## config.mk

```make
export PLATFORM = sky130hd
export DESIGN_NAME = srn_lane
export DESIGN_NICKNAME = d
export VERILOG_FILES = /design/src/assert_macros.svh /design/src/srn_pkg.sv /design/src/srn_lane.sv
export SDC_FILE = /design/constraint.sdc
export NUM_CORES = 1
export LEC_CHECK = 0
export ABC_AREA = 1
export BUFFER_PORTS_ARGS = -buffer_cell sky130_fd_sc_hd__buf_4
export CORE_UTILIZATION = 56
export DETAILED_ROUTE_END_ITERATION = 8
export GPL_ROUTABILITY_DRIVEN = 0
export PLACE_DENSITY = 0.83
export SYNTH_ARGS = -nofsm -noshare
export SYNTH_HDL_FRONTEND = slang
export SYNTH_SLANG_ARGS = --single-unit
```

## constraint.sdc

```tcl
create_clock -name i_clk -period 23 [get_ports i_clk]
set_input_delay 3.45 -clock i_clk [delete_from_list [all_inputs] [get_ports i_clk]]
set_output_delay 3.45 -clock i_clk [all_outputs]
set_load 0.03 [all_outputs]
```

## src/assert_macros.svh

```systemverilog
// Assertion macros used by the RTL of the sample range normalizer.
`ifndef ASSERT_MACROS_SVH
`define ASSERT_MACROS_SVH
`ifndef NO_ASSERTIONS
// General clocked property, switched off while reset is asserted.
`define SRN_ASSERT(lbl, clk, rst_n, prop, msg) \
    lbl: assert property (@(posedge clk) disable iff (!rst_n) prop) else $error(msg);
// A control signal is low in the cycle after reset.
`define SRN_ASSERT_RESET(lbl, clk, rst_n, sig, msg) \
    lbl: assert property (@(posedge clk) !rst_n |=> !sig) else $error(msg);
`else
`define SRN_ASSERT(lbl, clk, rst_n, prop, msg)
`define SRN_ASSERT_RESET(lbl, clk, rst_n, sig, msg)
`endif
`endif

```

## src/srn_pkg.sv

```systemverilog
`default_nettype none
package srn_pkg;

    localparam int LANES   = 8;
    localparam int WORD_W  = 16;
    localparam int SCALE_W = 25;
    localparam int MHI_W   = SCALE_W - WORD_W;
    localparam int ADDR_W  = 5;
    localparam int DATA_W  = 32;

    typedef logic [WORD_W-1:0] t_word;

    localparam t_word WORD_MAX = 16'hFFFF;

    // Register indexes, addressed at 4 * index.
    localparam logic [2:0] REG_NORM_EN = 3'd0;
    localparam logic [2:0] REG_FILL    = 3'd1;
    localparam logic [2:0] REG_SCALE   = 3'd2;
    localparam logic [2:0] REG_CLAMP   = 3'd3;
    localparam logic [2:0] REG_BIAS    = 3'd4;
    localparam logic [2:0] REG_ROUND   = 3'd5;

    typedef enum logic [1:0] {
        MODE_FILL,
        MODE_COPY,
        MODE_MASK,
        MODE_NORM
    } t_mode;

    typedef struct packed {
        t_word sample_0;
        t_word sample_1;
        t_word sample_2;
        t_word sample_3;
        t_word sample_4;
        t_word sample_5;
        t_word sample_6;
        t_word sample_7;
        logic  span_end;
    } t_in_word;

    typedef struct packed {
        t_word result_0;
        t_word result_1;
        t_word result_2;
        t_word result_3;
        t_word result_4;
        t_word result_5;
        t_word result_6;
        t_word result_7;
        logic  result_end;
    } t_out_word;

    // Settings derived from the registers, shared by all lanes.
    typedef struct packed {
        t_mode            mode;
        t_word            fill;
        t_word            lim;
        t_word            half;
        t_word            rmask;
        t_word            p;
        t_word            q;
        logic             mask_en;
        t_word            mlo;
        logic [MHI_W-1:0] mhi;
    } t_srn_ctl;

    // Valid bits of the two pipeline stages.
    typedef struct packed {
        logic v1;
        logic v2;
    } t_srn_pipe;

endpackage
`default_nettype wire

```

## src/srn_lane.sv

```systemverilog
`default_nettype none
module srn_lane
    import srn_pkg::*;
(
    input  wire logic     i_clk,
    input  wire logic     i_en,
    input  wire t_word    i_sample,
    input  wire t_srn_ctl i_ctl,
    output t_word         o_result
);

    function automatic t_word sat_add(input t_word a, input t_word b);
        logic [WORD_W:0] s;
        s = {1'b0, a} + {1'b0, b};
        return s[WORD_W] ? WORD_MAX : s[WORD_W-1:0];
    endfunction

    // Stage one: clamp, the two products and the mask path.
    t_word                    clamped;
    logic [2*WORD_W-1:0]      prod_lo;
    logic [WORD_W+MHI_W-1:0]  prod_hi;
    t_word                    rounded;
    t_word                    mask_val;

    t_word r_x;
    t_word r_hi;
    logic  r_rb;
    t_word r_b;
    t_word r_mask_val;

    always_comb begin
        clamped  = (i_sample > i_ctl.lim) ? i_ctl.lim : i_sample;
        prod_lo  = {{WORD_W{1'b0}}, clamped} * {{WORD_W{1'b0}}, i_ctl.mlo};
        prod_hi  = {{MHI_W{1'b0}}, clamped} * {{WORD_W{1'b0}}, i_ctl.mhi};
        rounded  = sat_add(i_sample, i_ctl.half);
        mask_val = ((rounded > i_ctl.lim) ? i_ctl.lim : rounded) & i_ctl.rmask;
    end

    always_ff @(posedge i_clk) begin
        if (i_en) begin
            r_x        <= i_sample;
            r_hi       <= prod_lo[2*WORD_W-1:WORD_W];
            r_rb       <= prod_lo[WORD_W-1];
            r_b        <= prod_hi[WORD_W-1:0];
            r_mask_val <= mask_val;
        end
    end

    // Stage two: saturating sums of the normalize path and mode select.
    // The rounding bit is dropped when the round step is above one.
    t_word v1, v2, v3, v4, norm_val;
    t_word r_result;

    always_comb begin
        v1       = sat_add(r_hi, {{(WORD_W-1){1'b0}}, r_rb && !i_ctl.mask_en});
        v2       = sat_add(v1, r_b);
        v3       = sat_add(v2, i_ctl.p);
        v4       = (v3 > i_ctl.q) ? v3 - i_ctl.q : '0;
        norm_val = i_ctl.mask_en ? (v4 & i_ctl.rmask) : v4;
    end

    always_ff @(posedge i_clk) begin
        if (i_en) begin
            case (i_ctl.mode)
                MODE_FILL: r_result <= i_ctl.fill;
                MODE_COPY: r_result <= r_x;
                MODE_MASK: r_result <= r_mask_val;
                default:   r_result <= norm_val;
            endcase
        end
    end

    assign o_result = r_result;

endmodule
`default_nettype wire

```

==> impl_results.md <==
- Synth Area in XOR/XNOR: 0.0245
- Final-report max-slew violation count: 0
- Total of hold buffers inserted after clock tree synthesis: 0
- Clock tree skew after final layout: about 0.011 ns
- CTS buffer count: 9
- Fill cell total of the finished layout: between 2,000 and 3,000
- Worst-case clock buffer depth: 2
- Antenna violations before repair: 1
- Detail Placement HPWL: approximately 45 mm
- Setup repair after global routing missed its margin: false
- ANT nets after route: 0
- Width of the die: roughly 190 µm
- Largest incremental delay on the critical path: 0.50 ns
- Antenna diode instance count: 0
- Reg2Reg Setup Slack: approximately 15 ns
- Floorplan die area: about 35,000 µm²
- Yosys warns: 0
- Total global routing track utilization: 0.330
- Relative slew slack: 0.243
- Net count after synthesis: between 3,000 and 4,000
- Total via count in the routed design: between 15,000 and 20,000
- Share of synthesized area occupied by flip-flops and latches: 0.129
- Register bit total from synthesis: 81
- Total overflow reported by the global router: 0
- Run status: completed
- Final setup viols: 0
- Standard-cell row count: 66
- TritonCTS clock tree: built
- Largest net degree at the start of global routing: 54
- Number of distinct library cells after synthesis: 57
- Average routed wire per standard cell: between 15 and 20 µm
- Number of top-level design ports: between 150 and 200
- Synthesized-area fraction occupied by adder cells: 0.427
- Number of resized instances in the post-cts repair step: 0
- Ratio of cells with drive above 1 in the final layout: 0.0866
- Worst hold slack across all endpoints: between 0.5 and 0.6 ns
- Share of synthesized cell area in and, or, nand and nor gates: 0.207
- Final #Nets: between 3,000 and 4,000
- Buffers inserted during post-CTS setup optimization: 0
- Overall routed net length: about 55 mm
- Port-buffer cells: 157
- Post-Synthesis Cell Area: 18,900 µm²
- Synthesized netlist cell count: about 2,500
- Detailed-route vias per instance: 5.77
- Crit-path slowest cell: sky130_fd_sc_hd__o31ai_1
- Area fraction in compound gates after synthesis: 0.0934
- Height of the chip: approximately 190 µm
- Number of flops mapped to enable cells by yosys: 81
- Number of levels in the clock H-tree: 3
- Number of remaining DRC errors: 0
- Asr flop ratio synth: 0
- Area inside the core boundary: 32,900 µm²
- CP Capture Type: register
- Master cell of the clock root buffer: sky130_fd_sc_hd__clkbuf_16
- CP dominant cell by count: sky130_fd_sc_hd__nand2_1
- Arrival time of data at the critical path endpoint: around 11 ns
- Peak Freq: about 88 MHz
- Final critical-path required period: between 10 and 15 ns
- Vias in the first global route: roughly 18,000
- Max-capacitance violation count: 0
- Worst slew pin tran: approximately 1.1 ns
- Final Hold Vio Count: 0
- Clock network latency to the later pin of the worst-skew pair: 0.35 ns
- Number of sinks handled by clock tree synthesis: between 80 and 90
- Most used flip-flop cell after synthesis: sky130_fd_sc_hd__edfxtp_1
- Multiplexer share of the synthesized area: 0.000529
- Clock-pin slew of the registers on the worst-case setup and hold paths: around 0.070 ns
- Worst min path class: reg2reg
- Drt initial violations: between 1,500 and 2,000
- Critical path class: in2reg
- Pre-antenna DRT Iters: 6
- Part of the cycle the worst path needs: 0.496
- Critical Path RT: 23.08 ns
- Crit-path max FO: 15
- Starting utilization of the core area: 0.576
- Combinational family with the most area after synthesis: adder cells
- Average cell area after synthesis: 7.66 µm²
- Setup_tns: 0 ns
- Category of the worst setup path launch point: input port
- First-pass GRT wire length: just under 90 mm
- P&R area growth vs syn: 9.28%
stage by stage:
step	area, µm²	cells	utilization	worst slack (ns)
after floorplan	18900	2471	-	13.00
after global placement	20400	3012	0.621	11.66
after detailed placement	20400	3012	0.621	11.38
after CTS	20700	3028	0.629	11.75
after global routing	20700	3028	0.629	10.80
final	20700	3028	0.629	11.60
cell usage after synthesis (6+ instances only):
library cell                number  area share
sky130_fd_sc_hd__nor2_1        243       0.048
sky130_fd_sc_hd__o21ai_0        78       0.021
sky130_fd_sc_hd__xnor2_1        20      0.0093
sky130_fd_sc_hd__inv_1         514        0.10
sky130_fd_sc_hd__inv_2          11      0.0022
sky130_fd_sc_hd__nor3_1         19      0.0050
sky130_fd_sc_hd__nand3_1        83       0.022
sky130_fd_sc_hd__ha_1          223        0.15
sky130_fd_sc_hd__fa_1          264        0.28
sky130_fd_sc_hd__buf_1          10      0.0020
sky130_fd_sc_hd__o21bai_1        7      0.0028
sky130_fd_sc_hd__a21oi_1       138       0.036
sky130_fd_sc_hd__a31oi_1        11      0.0036
sky130_fd_sc_hd__nand3b_1        9      0.0036
sky130_fd_sc_hd__o21ai_1         9      0.0024
sky130_fd_sc_hd__nand2_2        12      0.0040
sky130_fd_sc_hd__edfxtp_1       81        0.13
sky130_fd_sc_hd__a21o_1          8      0.0032
sky130_fd_sc_hd__xor2_1         33       0.015
sky130_fd_sc_hd__o21ai_2         6      0.0028
sky130_fd_sc_hd__nand2_1       540        0.11
sky130_fd_sc_hd__buf_2          14      0.0037
sky130_fd_sc_hd__clkbuf_1       34      0.0067
sky130_fd_sc_hd__nand4_1        20      0.0066
sky130_fd_sc_hd__or2_2          10      0.0033
sky130_fd_sc_hd__o2111ai_1       8      0.0037
critical path: cells and delay by family:
family | cells | cell delay, ns
adder cells (fa/ha/maj) | 6 | 1.67
buffers and inverters | 10 | 1.08
AO/OA/AOI/OAI | 10 | 2.44
AND/OR/NAND/NOR | 22 | 2.83
layout by cell type, fill, tap and decap left out, types with 10 or more instances in the layout:
master,Yosys,layout
sky130_fd_sc_hd__nor3_1,19,19
sky130_fd_sc_hd__fa_1,264,264
sky130_fd_sc_hd__edfxtp_1,81,81
sky130_fd_sc_hd__a21oi_1,138,138
sky130_fd_sc_hd__nand2_1,540,540
sky130_fd_sc_hd__nand3_1,83,83
sky130_fd_sc_hd__xor2_1,33,33
sky130_fd_sc_hd__nand2_2,12,12
sky130_fd_sc_hd__o21ai_0,78,78
sky130_fd_sc_hd__xnor2_1,20,20
sky130_fd_sc_hd__nand4_1,20,20
sky130_fd_sc_hd__or2_2,10,10
sky130_fd_sc_hd__buf_4,0,159
sky130_fd_sc_hd__inv_1,514,514
sky130_fd_sc_hd__inv_2,11,11
sky130_fd_sc_hd__ha_1,223,223
sky130_fd_sc_hd__a31oi_1,11,11
sky130_fd_sc_hd__nor2_1,243,243
layer usage:
metal,track usage,part of all wire,vias to the layer above
li1,-,-,7938
met1,0.390,0.36,8173
met2,0.549,0.45,1081
met3,0.0644,0.11,278
met4,0.214,0.070,2
met5,0,0.00024,-
state kept, by name, summed over array words and instances, names as in the netlist:
signal	flops
r_rb	1
o_result	16
r_mask_val	16
r_x	16
r_b	16
r_hi	16
area by class of cell:
class                      instances  area, µm²  share of cell area
clock inverter                     7       51.3             0.00248
tap                              442        553              0.0267
multi-input combinational       1802      14200               0.689
sequential                        81       2430               0.118
clock buffer                       9        225              0.0109
inverter                         528       1980              0.0958
timing repair buffer             159       1190              0.0577
path summary, 6_finish.rpt:
path,startpoint,to,cells after the start
worst min register to register,r_x[2]$_DFFE_PP_,o_result[2]$_DFFE_PP_,2
worst min-delay path,r_x[2]$_DFFE_PP_,o_result[2]$_DFFE_PP_,2
worst max-delay path,i_ctl[25],o_result[0]$_DFFE_PP_,48
worst max register to register,r_rb$_DFFE_PP_,o_result[0]$_DFFE_PP_,48
cells by family after synthesis:
logic type	Yosys count
AND/OR/NAND/NOR	956
buffers and inverters	588
adder cells (fa/ha/maj)	487
AO/OA/AOI/OAI	305
flip-flops	81
XOR/XNOR	53
multiplexers	1
Power is left out: the tool's default activity adds up to more than one toggle a clock period on the data nets, which glitch-free logic cannot reach.
