--- config.mk ---
export PLATFORM = sky130hd
export DESIGN_NAME = srn_cfg
export DESIGN_NICKNAME = d
export VERILOG_FILES = /design/src/assert_macros.svh /design/src/srn_pkg.sv /design/src/srn_cfg.sv
export SDC_FILE = /design/constraint.sdc
export NUM_CORES = 1
export LEC_CHECK = 0
export BUFFER_PORTS_ARGS = -buffer_cell sky130_fd_sc_hd__buf_4
export CORE_MARGIN = 5
export CORE_UTILIZATION = 40
export CTS_BUF_LIST = sky130_fd_sc_hd__clkbuf_8
export DETAILED_ROUTE_END_ITERATION = 8
export PLACE_DENSITY = 0.66
export SETUP_SLACK_MARGIN = 0.05
export SYNTH_ARGS = -nofsm -noshare
export SYNTH_HDL_FRONTEND = slang
export SYNTH_SLANG_ARGS = --single-unit
--- constraint.sdc ---
create_clock -name i_clk -period 3.2 [get_ports i_clk]
set_input_delay 0.16 -clock i_clk [delete_from_list [all_inputs] [get_ports i_clk]]
set_output_delay 0.16 -clock i_clk [all_outputs]
set_load 0.01 [all_outputs]
--- src/assert_macros.svh ---
// Assertion macros used by the RTL of the sample range normalizer.
`ifndef ASSERT_MACROS_SVH
`define ASSERT_MACROS_SVH
`ifndef NO_ASSERTIONS
// General clocked property, switched off while reset is asserted.
`define SRN_ASSERT(lbl, clk, rst_n, prop, msg) \
    lbl: assert property (@(posedge clk) disable iff (!rst_n) prop) else $error(msg);
// A control signal is low in the cycle after reset.
`define SRN_ASSERT_RESET(lbl, clk, rst_n, sig, msg) \
    lbl: assert property (@(posedge clk) !rst_n |=> !sig) else $error(msg);
`else
`define SRN_ASSERT(lbl, clk, rst_n, prop, msg)
`define SRN_ASSERT_RESET(lbl, clk, rst_n, sig, msg)
`endif
`endif

--- src/srn_pkg.sv ---
`default_nettype none
package srn_pkg;

    localparam int LANES   = 8;
    localparam int WORD_W  = 16;
    localparam int SCALE_W = 25;
    localparam int MHI_W   = SCALE_W - WORD_W;
    localparam int ADDR_W  = 5;
    localparam int DATA_W  = 32;

    typedef logic [WORD_W-1:0] t_word;

    localparam t_word WORD_MAX = 16'hFFFF;

    // Register indexes, addressed at 4 * index.
    localparam logic [2:0] REG_NORM_EN = 3'd0;
    localparam logic [2:0] REG_FILL    = 3'd1;
    localparam logic [2:0] REG_SCALE   = 3'd2;
    localparam logic [2:0] REG_CLAMP   = 3'd3;
    localparam logic [2:0] REG_BIAS    = 3'd4;
    localparam logic [2:0] REG_ROUND   = 3'd5;

    typedef enum logic [1:0] {
        MODE_FILL,
        MODE_COPY,
        MODE_MASK,
        MODE_NORM
    } t_mode;

    typedef struct packed {
        t_word sample_0;
        t_word sample_1;
        t_word sample_2;
        t_word sample_3;
        t_word sample_4;
        t_word sample_5;
        t_word sample_6;
        t_word sample_7;
        logic  span_end;
    } t_in_word;

    typedef struct packed {
        t_word result_0;
        t_word result_1;
        t_word result_2;
        t_word result_3;
        t_word result_4;
        t_word result_5;
        t_word result_6;
        t_word result_7;
        logic  result_end;
    } t_out_word;

    // Settings derived from the registers, shared by all lanes.
    typedef struct packed {
        t_mode            mode;
        t_word            fill;
        t_word            lim;
        t_word            half;
        t_word            rmask;
        t_word            p;
        t_word            q;
        logic             mask_en;
        t_word            mlo;
        logic [MHI_W-1:0] mhi;
    } t_srn_ctl;

    // Valid bits of the two pipeline stages.
    typedef struct packed {
        logic v1;
        logic v2;
    } t_srn_pipe;

endpackage
`default_nettype wire

--- src/srn_cfg.sv ---
`default_nettype none
module srn_cfg
    import srn_pkg::*;
(
    input  wire logic              i_clk,
    input  wire logic              i_rst_n,
    input  wire logic              psel,
    input  wire logic              penable,
    input  wire logic              pwrite,
    input  wire logic [ADDR_W-1:0] paddr,
    input  wire logic [DATA_W-1:0] pwdata,
    output logic      [DATA_W-1:0] prdata,
    output logic                   pready,
    output t_srn_ctl               o_ctl
);

    logic               r_norm_en;
    t_word              r_fill;
    logic [SCALE_W-1:0] r_scale;
    t_word              r_clamp;
    t_word              r_bias;
    t_word              r_round;

    logic               wr_en;
    logic [2:0]         reg_idx;
    logic signed [17:0] br;

    assign pready  = 1'b1;
    assign wr_en   = psel && penable && pwrite;
    assign reg_idx = paddr[ADDR_W-1:2];

    always_ff @(posedge i_clk) begin
        if (!i_rst_n) begin
            r_norm_en <= 1'b0;
            r_fill    <= '0;
            r_scale   <= SCALE_W'(1);
            r_clamp   <= '0;
            r_bias    <= '0;
            r_round   <= 16'd1;
        end else if (wr_en) begin
            unique case (reg_idx)
                REG_NORM_EN: r_norm_en <= pwdata[0];
                REG_FILL:    r_fill    <= pwdata[WORD_W-1:0];
                REG_SCALE:   r_scale   <= pwdata[SCALE_W-1:0];
                REG_CLAMP:   r_clamp   <= pwdata[WORD_W-1:0];
                REG_BIAS:    r_bias    <= pwdata[WORD_W-1:0];
                REG_ROUND:   r_round   <= pwdata[WORD_W-1:0];
                default: begin
                end
            endcase
        end
    end

    always_comb begin
        unique case (reg_idx)
            REG_NORM_EN: prdata = {{(DATA_W-1){1'b0}}, r_norm_en};
            REG_FILL:    prdata = {{(DATA_W-WORD_W){1'b0}}, r_fill};
            REG_SCALE:   prdata = {{(DATA_W-SCALE_W){1'b0}}, r_scale};
            REG_CLAMP:   prdata = {{(DATA_W-WORD_W){1'b0}}, r_clamp};
            REG_BIAS:    prdata = {{(DATA_W-WORD_W){1'b0}}, r_bias};
            REG_ROUND:   prdata = {{(DATA_W-WORD_W){1'b0}}, r_round};
            default:     prdata = '0;
        endcase
    end

    // The bias plus half the round step splits into an amount to add and
    // an amount to subtract; one of them is always zero.
    assign br = {{2{r_bias[WORD_W-1]}}, r_bias} + {2'b00, (r_round >> 1)};

    always_comb begin
        o_ctl.fill    = r_fill;
        o_ctl.lim     = WORD_MAX - r_clamp;
        o_ctl.half    = r_round >> 1;
        o_ctl.rmask   = t_word'(17'h10000 - {1'b0, r_round});
        o_ctl.p       = (br > 18'sd0) ? br[WORD_W-1:0] : '0;
        o_ctl.q       = (br < 18'sd0) ? t_word'(-br) : '0;
        o_ctl.mask_en = (r_round > 16'd1);
        o_ctl.mlo     = r_scale[WORD_W-1:0];
        o_ctl.mhi     = r_scale[SCALE_W-1:WORD_W];
        if (r_fill != '0) begin
            o_ctl.mode = MODE_FILL;
        end else if (!r_norm_en && r_round == 16'd1) begin
            o_ctl.mode = MODE_COPY;
        end else if (!r_norm_en) begin
            o_ctl.mode = MODE_MASK;
        end else begin
            o_ctl.mode = MODE_NORM;
        end
    end

endmodule
`default_nettype wire

==> results.yml, run 1 <==
run_status:
  status: "complete, no violations"
yosys:
  synth-seq-cells: 90
  synth_warnings: 0
  synth_area_leader_cell: "dfxtp_1"
  syn-cell-area_um2: 5937
  synth_area_leaders: "dfxtp_1, nand2_1, a21boi_0"
  synthFlopType: "dfxtp_1"
  synthArstFlopShare_pct: 0
  netlist_instances: 785
  syn_avg_cell_area_um2: 7.563
  synth-edff-count: 0
  synthDistinctLibCells: 61
  ys_seq_area_share_pct: 30.35
  synth_top_area_share_pct: 30.35
setup_path:
  critPathBufInv: 2
  r2r_end: "r_round[15]"
  critPathLaunchType: "register"
  ff2ff_path_depth: 3
  crit_cells: 11
  critPathSlowestCell: "fa_2"
  path_class: "reg2out"
  crit_top_cell: "a211oi_2"
  end_kind: "output pin"
  cp_top_family: "compound AO/OA/AOI/OAI gates"
  path_cells: "ha_4, inv_2, fa_2, nand2b_4, a211oi_4, o21ai_2, a211oi_2, and3_4, a41oi_1, a211oi_2, buf_4"
  required_ns: 3.04
  rr_startpoint: "r_round[15]"
  reg2reg_setup_slack_ns: 2.34
  crit_arrival_ns: 3.02
  cp_max_fo: 5
  cpPeakStageDelay_ns: 0.41
cells_and_area:
  syn_to_final_growth_pct: 33.49
  design_area_um2: 7925
  drive_gt1_share_pct: 30.87
  n_antenna_cell: 0
  nNetsFinal: 1016
  multiInputGateArea_um2: 3974
  regArea_um2: 1808
  fillers: 1451
grt:
  antenna_found_initial: 0
  grt_max_degree: 91
  grt-ovfl-total: 0
  grt_pass1_wl_um: 31410
  grt_usage_pct: 21.52
  first_global_vias: 5890
floorplanning:
  die_area_um2: 17380
  die_x_um: 131.8
  start_util_pct: 40.85
  io_pins: 199
  rows: 44
  die_height_um: 131.8
  core-area_um2: 14530
timing:
  post-route-min-period_ns: 3.176
  worst_pin_slew_ns: 0.9472
  clock-skew-final_ns: 0
  post-route-period-util_pct: 99.26
  maxSlewHeadroom_pct: 36.86
  max_freq_ghz: 0.3148
  setup_viol: 0
  holdWs_ns: 0.04839
  finalHoldViolations: 0
  rsz0062_at_grt: "true"
  finalMaxSlewViolations: 0
power_and_ir_drop:
  combPwrFrac_pct: 13.1
  p_switching_uw: 565.0
  total_power_uw: 2239
  power_leakage_uw: 0.003200
  p_sw_share_pct: 25.23
  clkPwrFrac_pct: 36.2
  seqPwrFrac_pct: 50.6
  powerDensity_nw_per_um2: 282.6
  p_int_uw: 1674
  vdd_drop_max_mv: 0.2133
clock_tree:
  cts_tree: "built"
  cts-hold-fix-buffers: 0
  numCtsBuffers: 9
  htreeDepth: 3
  clk_latency_ns: 0.36
  clk_pin_slew_ns: 0.09
  cts_buffer_depth: 2
  cts_sinks: 90
  cts_root_buffer: "clkbuf_8"
drt:
  vias_per_cell: 5.339
  postRouteAntennaNets: 0
  wirelength_um: 19490
  firstDrtPassIters: 5
  drc: 0
  wl_per_cell_um: 17.06
  vias: 6103
  drt_iter0_drc: 435
run:
  maxCapViolations: 0
placement:
  hpwl_um: 14520
  place_congestion: 0.8193
  place_area_um2: 7430
  io_buffers: 180
min_path:
  hold_depth: 3
  hold_class: "in2reg"
  holdCritStartpoint: "pwdata[21]"
  min_to: "r_scale[21]"
==> through the flow <==
stage / worst slack [ns] / utilization [%] / setup TNS (ns) / cells
5_1_grt: -0.1076 / 54.53 / -1.019 / 1143
2_1_floorplan: 0.1695 / - / 0 / 792
3_3_place_gp: 0.1926 / 51.12 / 0 / 1119
3_5_place_dp: 0.1197 / 51.12 / 0 / 1119
6_report: 0.02378 / 54.53 / 0 / 1143
4_1_cts: 0.01783 / 53.13 / 0 / 1137
==> per-layer routing <==
layer	wire [um]	vias to the layer above	global-route usage, %
li1	-	3029	-
met1	8638	2848	27.95
met2	8988	206	34.73
met3	1581	20	6.679
met4	286	0	5.771
met5	0	-	0
==> Yosys cell counts, types with 16 or more instances <==
master and instances:
ha_1 18, a21boi_0 88, clkbuf_1 36, mux2_2 16, nor2_1 41, xnor2_1 16, dfxtp_1 90, inv_1 28
and2_1 18, a22oi_1 17, nand2_1 201
==> cells by family after synthesis <==
logic type / after synthesis / share of synthesized area (%)
fa+ha+maj: 19 / 4.131
buf+inv: 86 / 6.449
simple gates: 338 / 25.69
flops: 90 / 30.35
mux: 31 / 5.564
xor+xnor: 26 / 3.835
other cells: 2 / 0.1265
compound gates: 193 / 23.86
==> worst reg2reg max path, delay by kind of cell (launching register included) <==
family / cells / cell delay (ns)
AOI/OAI and AO/OA: 1 / 0.18
DFF: 1 / 0.39
buffers and inverters: 1 / 0.18
and+or+nand+nor: 1 / 0.05
==> layout by cell type (no fill, tap or decap), drive strengths merged, types with 12 or more instances in the layout <==
master and n:
clkbuf 12, inv 29, a21oi 17, mux2 16
a22oi 17, dfxtp 90, nor2 42, mux2i 15
buf 209, ha 18, and2 18, nand2 201
nand3 14, xnor2 16, o22ai 15, a21boi 88
==> power groups by stage <==
stage	Sequential (uW)	Combinational [uW]	Clock (uW)
after global routing	1140	320	872
after floorplan	1160	163	0
after CTS	1130	279	832
final	1130	294	811
after global placement	1160	275	0
after detailed placement	1160	274	0
==> flip-flops by register name, indices dropped and copies added (netlist names) <==
signal / cells
r_fill: 16
r_bias: 16
r_norm_en: 1
r_round: 16
r_scale: 25
r_clamp: 16
==> worst max-delay path by stage <==
| stage | startpoint | endpoint | slack, ns |
|---|---|---|---|
| finish | r_bias[0] | o_ctl[37] | 0.02 |
| global route | r_bias[0] | o_ctl[37] | -0.11 |
| CTS | r_round[1] | o_ctl[37] | 0.02 |
| detailed placement | r_bias[0] | o_ctl[37] | 0.12 |
| global placement | r_bias[0] | o_ctl[43] | 0.19 |
| floorplan | r_round[2] | o_ctl[42] | 0.17 |
==> area by class of cell <==
type                    instances  share of cell area, %
clock inverters                 3                 0.4894
well taps                     184                  2.905
multi-input cells             617                  50.14
clock buffers                  12                  2.084
flip-flops and latches         90                  22.81
repair buffers                209                  20.24
inverters                      28                  1.326
==> what timing repair did <==
item                                   in CTS  in global routing
setup endpoints to repair                  32                 30
buffers inserted                            3                  6
gates cloned                                0                  1
pin swaps                                   6                 18
endpoints found under the hold margin       0                  0
gates resized for setup                    17                 43
(Power assumes the default switching activity.)
==> inputs of run 2 (changes only) <==
--- a/config.mk
+++ b/config.mk
@@ -7,10 +7,10 @@
 export LEC_CHECK = 0
 export BUFFER_PORTS_ARGS = -buffer_cell sky130_fd_sc_hd__buf_4
 export CORE_MARGIN = 5
-export CORE_UTILIZATION = 40
+export CORE_UTILIZATION = 43
 export CTS_BUF_LIST = sky130_fd_sc_hd__clkbuf_8
 export DETAILED_ROUTE_END_ITERATION = 8
-export PLACE_DENSITY = 0.66
+export PLACE_DENSITY = 0.7
 export SETUP_SLACK_MARGIN = 0.05
 export SYNTH_ARGS = -nofsm -noshare
 export SYNTH_HDL_FRONTEND = slang
==> results.yml, run 2 (synthesis results as in run 1) <==
timing:
  post-route-period-util_pct: 97.21
  setup_viol: 0
  maxSlewHeadroom_pct: 35.86
  finalSetupTns_ns: 0
  clock-skew-final_ns: 0
  post-route-min-period_ns: 3.111
  rsz0062_at_grt: "true"
  worst_pin_slew_ns: 0.9622
  finalHoldViolations: 0
  max_freq_ghz: 0.3215
  finalMaxSlewViolations: 0
cells_and_area:
  largest_register_ffs: 25
  multiInputGateArea_um2: 4008
  n_antenna_cell: 0
  final_core_util_pct: 57.93
  syn_to_final_growth_pct: 33.87
  drive_gt1_share_pct: 30.73
  regArea_um2: 1812
  fillers: 1337
  fin_cells: 1140
  final_cell_mix: "buf_4, nand2_1, a21boi_0"
  top_register: "r_scale"
  nNetsFinal: 1016
  final_common_cell: "buf_4"
placement:
  io_buffers: 180
  dp.cells: 1113
  hpwl_um: 14200
  place_congestion: 0.8622
run:
  maxCapViolations: 0
setup_path:
  ff2ff_path_depth: 3
  required_ns: 3.04
  path_class: "reg2out"
  reg2reg_setup_slack_ns: 2.33
  crit_arrival_ns: 2.95
  end_kind: "output pin"
  rr_startpoint: "r_round[7]"
  critPathLaunchType: "register"
  r2r_end: "r_round[7]"
  cp-startpoint: "r_bias[7]"
  endpoint: "o_ctl[39]"
  cp_max_fo: 8
grt:
  gr-usage-met2_pct: 35.55
  grt-busiest-layer: "met2"
  grt_pass1_wl_um: 30190
  grt-ovfl-total: 0
  grt_usage_pct: 22.65
  grt_max_degree: 91
  use_met3_pct: 7.232
  first_global_vias: 5828
  met1_usage_pct: 29.94
  antenna_found_initial: 0
floorplanning:
  die_x_um: 127.5
  rows: 43
  die_height_um: 127.5
  io_pins: 199
  start_util_pct: 43.27
  die_area_um2: 16260
  core-area_um2: 13720
clock_tree:
  cts_sinks: 90
  cts_root_buffer: "clkbuf_8"
  cts_buffer_depth: 2
  numCtsBuffers: 9
  htreeDepth: 3
  cts_tree: "built"
  clk_latency_ns: 0.36
  clk_pin_slew_ns: 0.09
power_and_ir_drop:
  seqPwrFrac_pct: 51.0
  total_power_uw: 2227
  combPwrFrac_pct: 12.9
  power_leakage_uw: 0.003188
  vdd_drop_max_mv: 0.2537
  p_sw_share_pct: 25.74
  p_int_uw: 1654
  powerDensity_nw_per_um2: 280.3
  p_switching_uw: 573.4
  clkPwrFrac_pct: 36.2
drt:
  firstDrtPassIters: 5
  postRouteAntennaNets: 0
  vias_per_cell: 5.318
  wl_per_cell_um: 16.78
  drc: 0
  wirelength_um: 19120
  drt_iter0_drc: 362
  vias: 6062
min_path:
  hold_class: "in2reg"
  holdCritStartpoint: "pwdata[16]"
  hold_depth: 3
run_status:
  status: "complete, no violations"
[run 2: cell count changes in the layout (fill, tap and decap cells not counted), moves of 3 or more]
cell     previous run  this run
dfxtp_1            87        84
dfxtp_2             2         5
ha_1               15         9
buf_4             202       208
nor2_1             33        37
nor2_2              6         3
a21oi_2             4         1
ha_4                1         6
buf_6               6         1
[run 2: cell type report]
type / instances / share of cell area [%]
Clock buffer: 11 / 1.905
Clock inverter: 5 / 0.6770
Inverter: 28 / 1.322
Multi-Input combinational cell: 616 / 50.43
Sequential cell: 90 / 22.80
Tap cell: 180 / 2.834
Timing Repair Buffer: 210 / 20.04
[run 2: worst min-delay path by stage]
stage,slack (ns),end
floorplan,0.28,r_scale[0]
global placement,0.43,r_scale[20]
detailed placement,0.43,r_scale[17]
CTS,0.03,r_scale[23]
global route,0.03,r_scale[24]
finish,0.04,r_scale[16]
[run 2: what timing repair did]
action / 4_1_cts / 5_1_grt
endpoints found under the setup margin: 32 / 32
buffers inserted: 9 / 2
resized for setup: 35 / 21
hold buffers: 0 / 0
pin swaps: 4 / 6
[run 2: power by group through the flow]
stage | Combinational (uW) | Clock, uW | Sequential, uW
2_1_floorplan | 163 | 0 | 1160
3_3_place_gp | 274 | 0 | 1160
3_5_place_dp | 275 | 0 | 1160
4_1_cts | 281 | 819 | 1140
5_1_grt | 309 | 868 | 1140
6_report | 287 | 806 | 1140
[run 2: routing by layer]
layer,wire length (um),vias to the layer above
met5,0,-
li1,-,3030
met4,430,0
met3,1675,32
met1,8544,2779
met2,8474,221
[run 2: worst max-delay path: stages, from the launching register on]
cell,delay (ns)
dfxtp_2,0.35
ha_2,0.33
and3_4,0.23
o221ai_4,0.18
a21oi_4,0.06
buf_4,0.13
o41a_1,0.38
or3b_4,0.47
buf_6,0.16
nor3b_2,0.15
buf_4,0.14
[run 2: metrics by stage]
step	area (um^2)	setup WS, ns	hold slack (ns)
floorplan	5963	0.1695	0.2840
global placement	7410	0.1902	0.4255
detailed placement	7410	0.1079	0.4327
CTS	7812	0.02256	0.02925
global route	7948	-0.04933	0.02975
finish	7948	0.08942	0.04115
==> inputs of run 3 (changes only) <==
--- a/config.mk
+++ b/config.mk
@@ -7,10 +7,10 @@
 export LEC_CHECK = 0
 export BUFFER_PORTS_ARGS = -buffer_cell sky130_fd_sc_hd__buf_4
 export CORE_MARGIN = 5
-export CORE_UTILIZATION = 43
+export CORE_UTILIZATION = 53
 export CTS_BUF_LIST = sky130_fd_sc_hd__clkbuf_8
 export DETAILED_ROUTE_END_ITERATION = 8
-export PLACE_DENSITY = 0.7
+export PLACE_DENSITY = 0.83
 export SETUP_SLACK_MARGIN = 0.05
 export SYNTH_ARGS = -nofsm -noshare
 export SYNTH_HDL_FRONTEND = slang
==> results.yml, run 3 (synthesis results as in run 1) <==
run_status:
  status: "finished with violations"
  violations: "DRC"
clock_tree:
  cts-hold-fix-buffers: 0
  clk_latency_ns: 0.34
  cts_tree: "built"
  cts_buffer_depth: 2
  cts_sinks: 90
  htreeDepth: 3
  clk_pin_slew_ns: 0.10
  cts_root_buffer: "clkbuf_8"
  numCtsBuffers: 9
setup_path:
  required_ns: 3.04
  crit_arrival_ns: 3.03
  cp-startpoint: "r_bias[4]"
  ff2ff_path_depth: 3
  cp_max_fo: 8
  end_kind: "output pin"
  path_class: "reg2out"
  rr_startpoint: "r_round[4]"
  critPathLaunchType: "register"
power_and_ir_drop:
  powerDensity_nw_per_um2: 298.5
  power_leakage_uw: 0.003201
  total_power_uw: 2390
  vdd_drop_max_mv: 0.2784
placement:
  hpwl_um: 13690
  place_congestion: 0.8904
  place_area_um2: 7345
  io_buffers: 180
  dp.cells: 1071
floorplanning:
  die_x_um: 115.8
  die_height_um: 115.8
  die_area_um2: 13420
  core-area_um2: 10890
  rows: 38
  start_util_pct: 54.53
  io_pins: 199
timing:
  max_freq_ghz: 0.3135
  finalMaxSlewViolations: 0
  finalHoldViolations: 0
  clock-skew-final_ns: 0
  rsz0062_at_grt: "true"
  maxSlewHeadroom_pct: 38.92
  worst_pin_slew_ns: 0.9162
  post-route-min-period_ns: 3.190
  setup_viol: 0
  post-route-period-util_pct: 99.68
min_path:
  hold_class: "in2reg"
  hold_depth: 3
  holdCritStartpoint: "pwdata[17]"
drt:
  wl_per_cell_um: 17.68
  drc: 1
  wirelength_um: 19520
  drt_iter0_drc: 541
  postRouteAntennaNets: 0
  vias: 6275
  firstDrtPassIters: 7
  vias_per_cell: 5.684
cells_and_area:
  final_cell_mix: "buf_4, nand2_1, a21boi_0"
  top_register: "r_scale"
  syn_to_final_growth_pct: 34.88
  nNetsFinal: 1020
  final_core_util_pct: 73.55
  final_common_cell: "buf_4"
  drive_gt1_share_pct: 31.95
  design_area_um2: 8008
  n_antenna_cell: 0
  largest_register_ffs: 25
  fin_cells: 1104
grt:
  grt-ovfl-total: 0
  grt_pass1_wl_um: 29520
  antenna_found_initial: 0
  first_global_vias: 5883
  grt_usage_pct: 27.00
  grt_max_degree: 91
run:
  maxCapViolations: 0
run 3: cell count changes in the layout (fill, tap and decap cells not counted), moves of 3 or more:
| cell | previous run | this run |
|---|---|---|
| nor2_2 | 3 | 0 |
| ha_2 | 3 | 8 |
| buf_4 | 208 | 211 |
| a21oi_2 | 1 | 4 |
| nor3_1 | 9 | 6 |
| a21oi_1 | 15 | 12 |
| ha_4 | 6 | 1 |
| nor2_1 | 37 | 40 |
| dfxtp_1 | 84 | 87 |
run 3: per-stage QoR:
step	setup WS (ns)	hold slack [ns]	TNS, ns
after floorplan	0.1695	0.2840	0
after global placement	0.1666	0.4249	0
after detailed placement	0.005626	0.4310	0
after CTS	0.0005893	0.04661	0
after global routing	-0.07776	0.05625	-0.2590
final	0.01015	0.05545	0
run 3: timing repair:
item | 4_1_cts | 5_1_grt
hold endpoints to repair | 0 | 0
endpoints found under the setup margin | 32 | 15
gates resized for setup | 19 | 47
setup buffers | 5 | 11
gates cloned | 0 | 2
pin swaps | 10 | 21
run 3: path summary, 6_finish.rpt:
kind / to / slack (ns)
worst max-delay path: o_ctl[39] / 0.01
worst max register to register: r_round[4] / 2.34
worst min register to register: r_clamp[0] / 0.48
worst min-delay path: r_scale[17] / 0.06
run 3: metal layers:
layer	vias up	track usage [%]	part of all wire [%]
li1	3040	-	-
met1	2928	34.68	42
met2	270	45.11	48
met3	37	7.572	8.2
met4	0	6.342	2.1
met5	-	0	0
run 3: layout make-up:
cell class              count  area [um^2]
flip-flops and latches     90         1805
clock inverters             7        123.9
inverters                  28        105.1
repair buffers            212         1604
fillers                   855         2880
well taps                 140        175.2
multi-input cells         618         4070
clock buffers               9        123.9
run 3: critical path: stages (launching register included):
cell	delay [ns]
dfxtp_1	0.42
ha_2	0.37
nand2_2	0.15
a211o_1	0.20
a21oi_2	0.11
o41a_1	0.48
buf_4	0.19
or3b_4	0.43
nor3b_2	0.19
buf_4	0.14
run 3: power by group:
| part | internal, uW | switching [uW] | total [uW] |
|---|---|---|---|
| logic | 140 | 169 | 310 |
| clock network | 526 | 419 | 945 |
| registers | 1130 | 8.22 | 1140 |
| total | 1790 | 597 | 2390 |
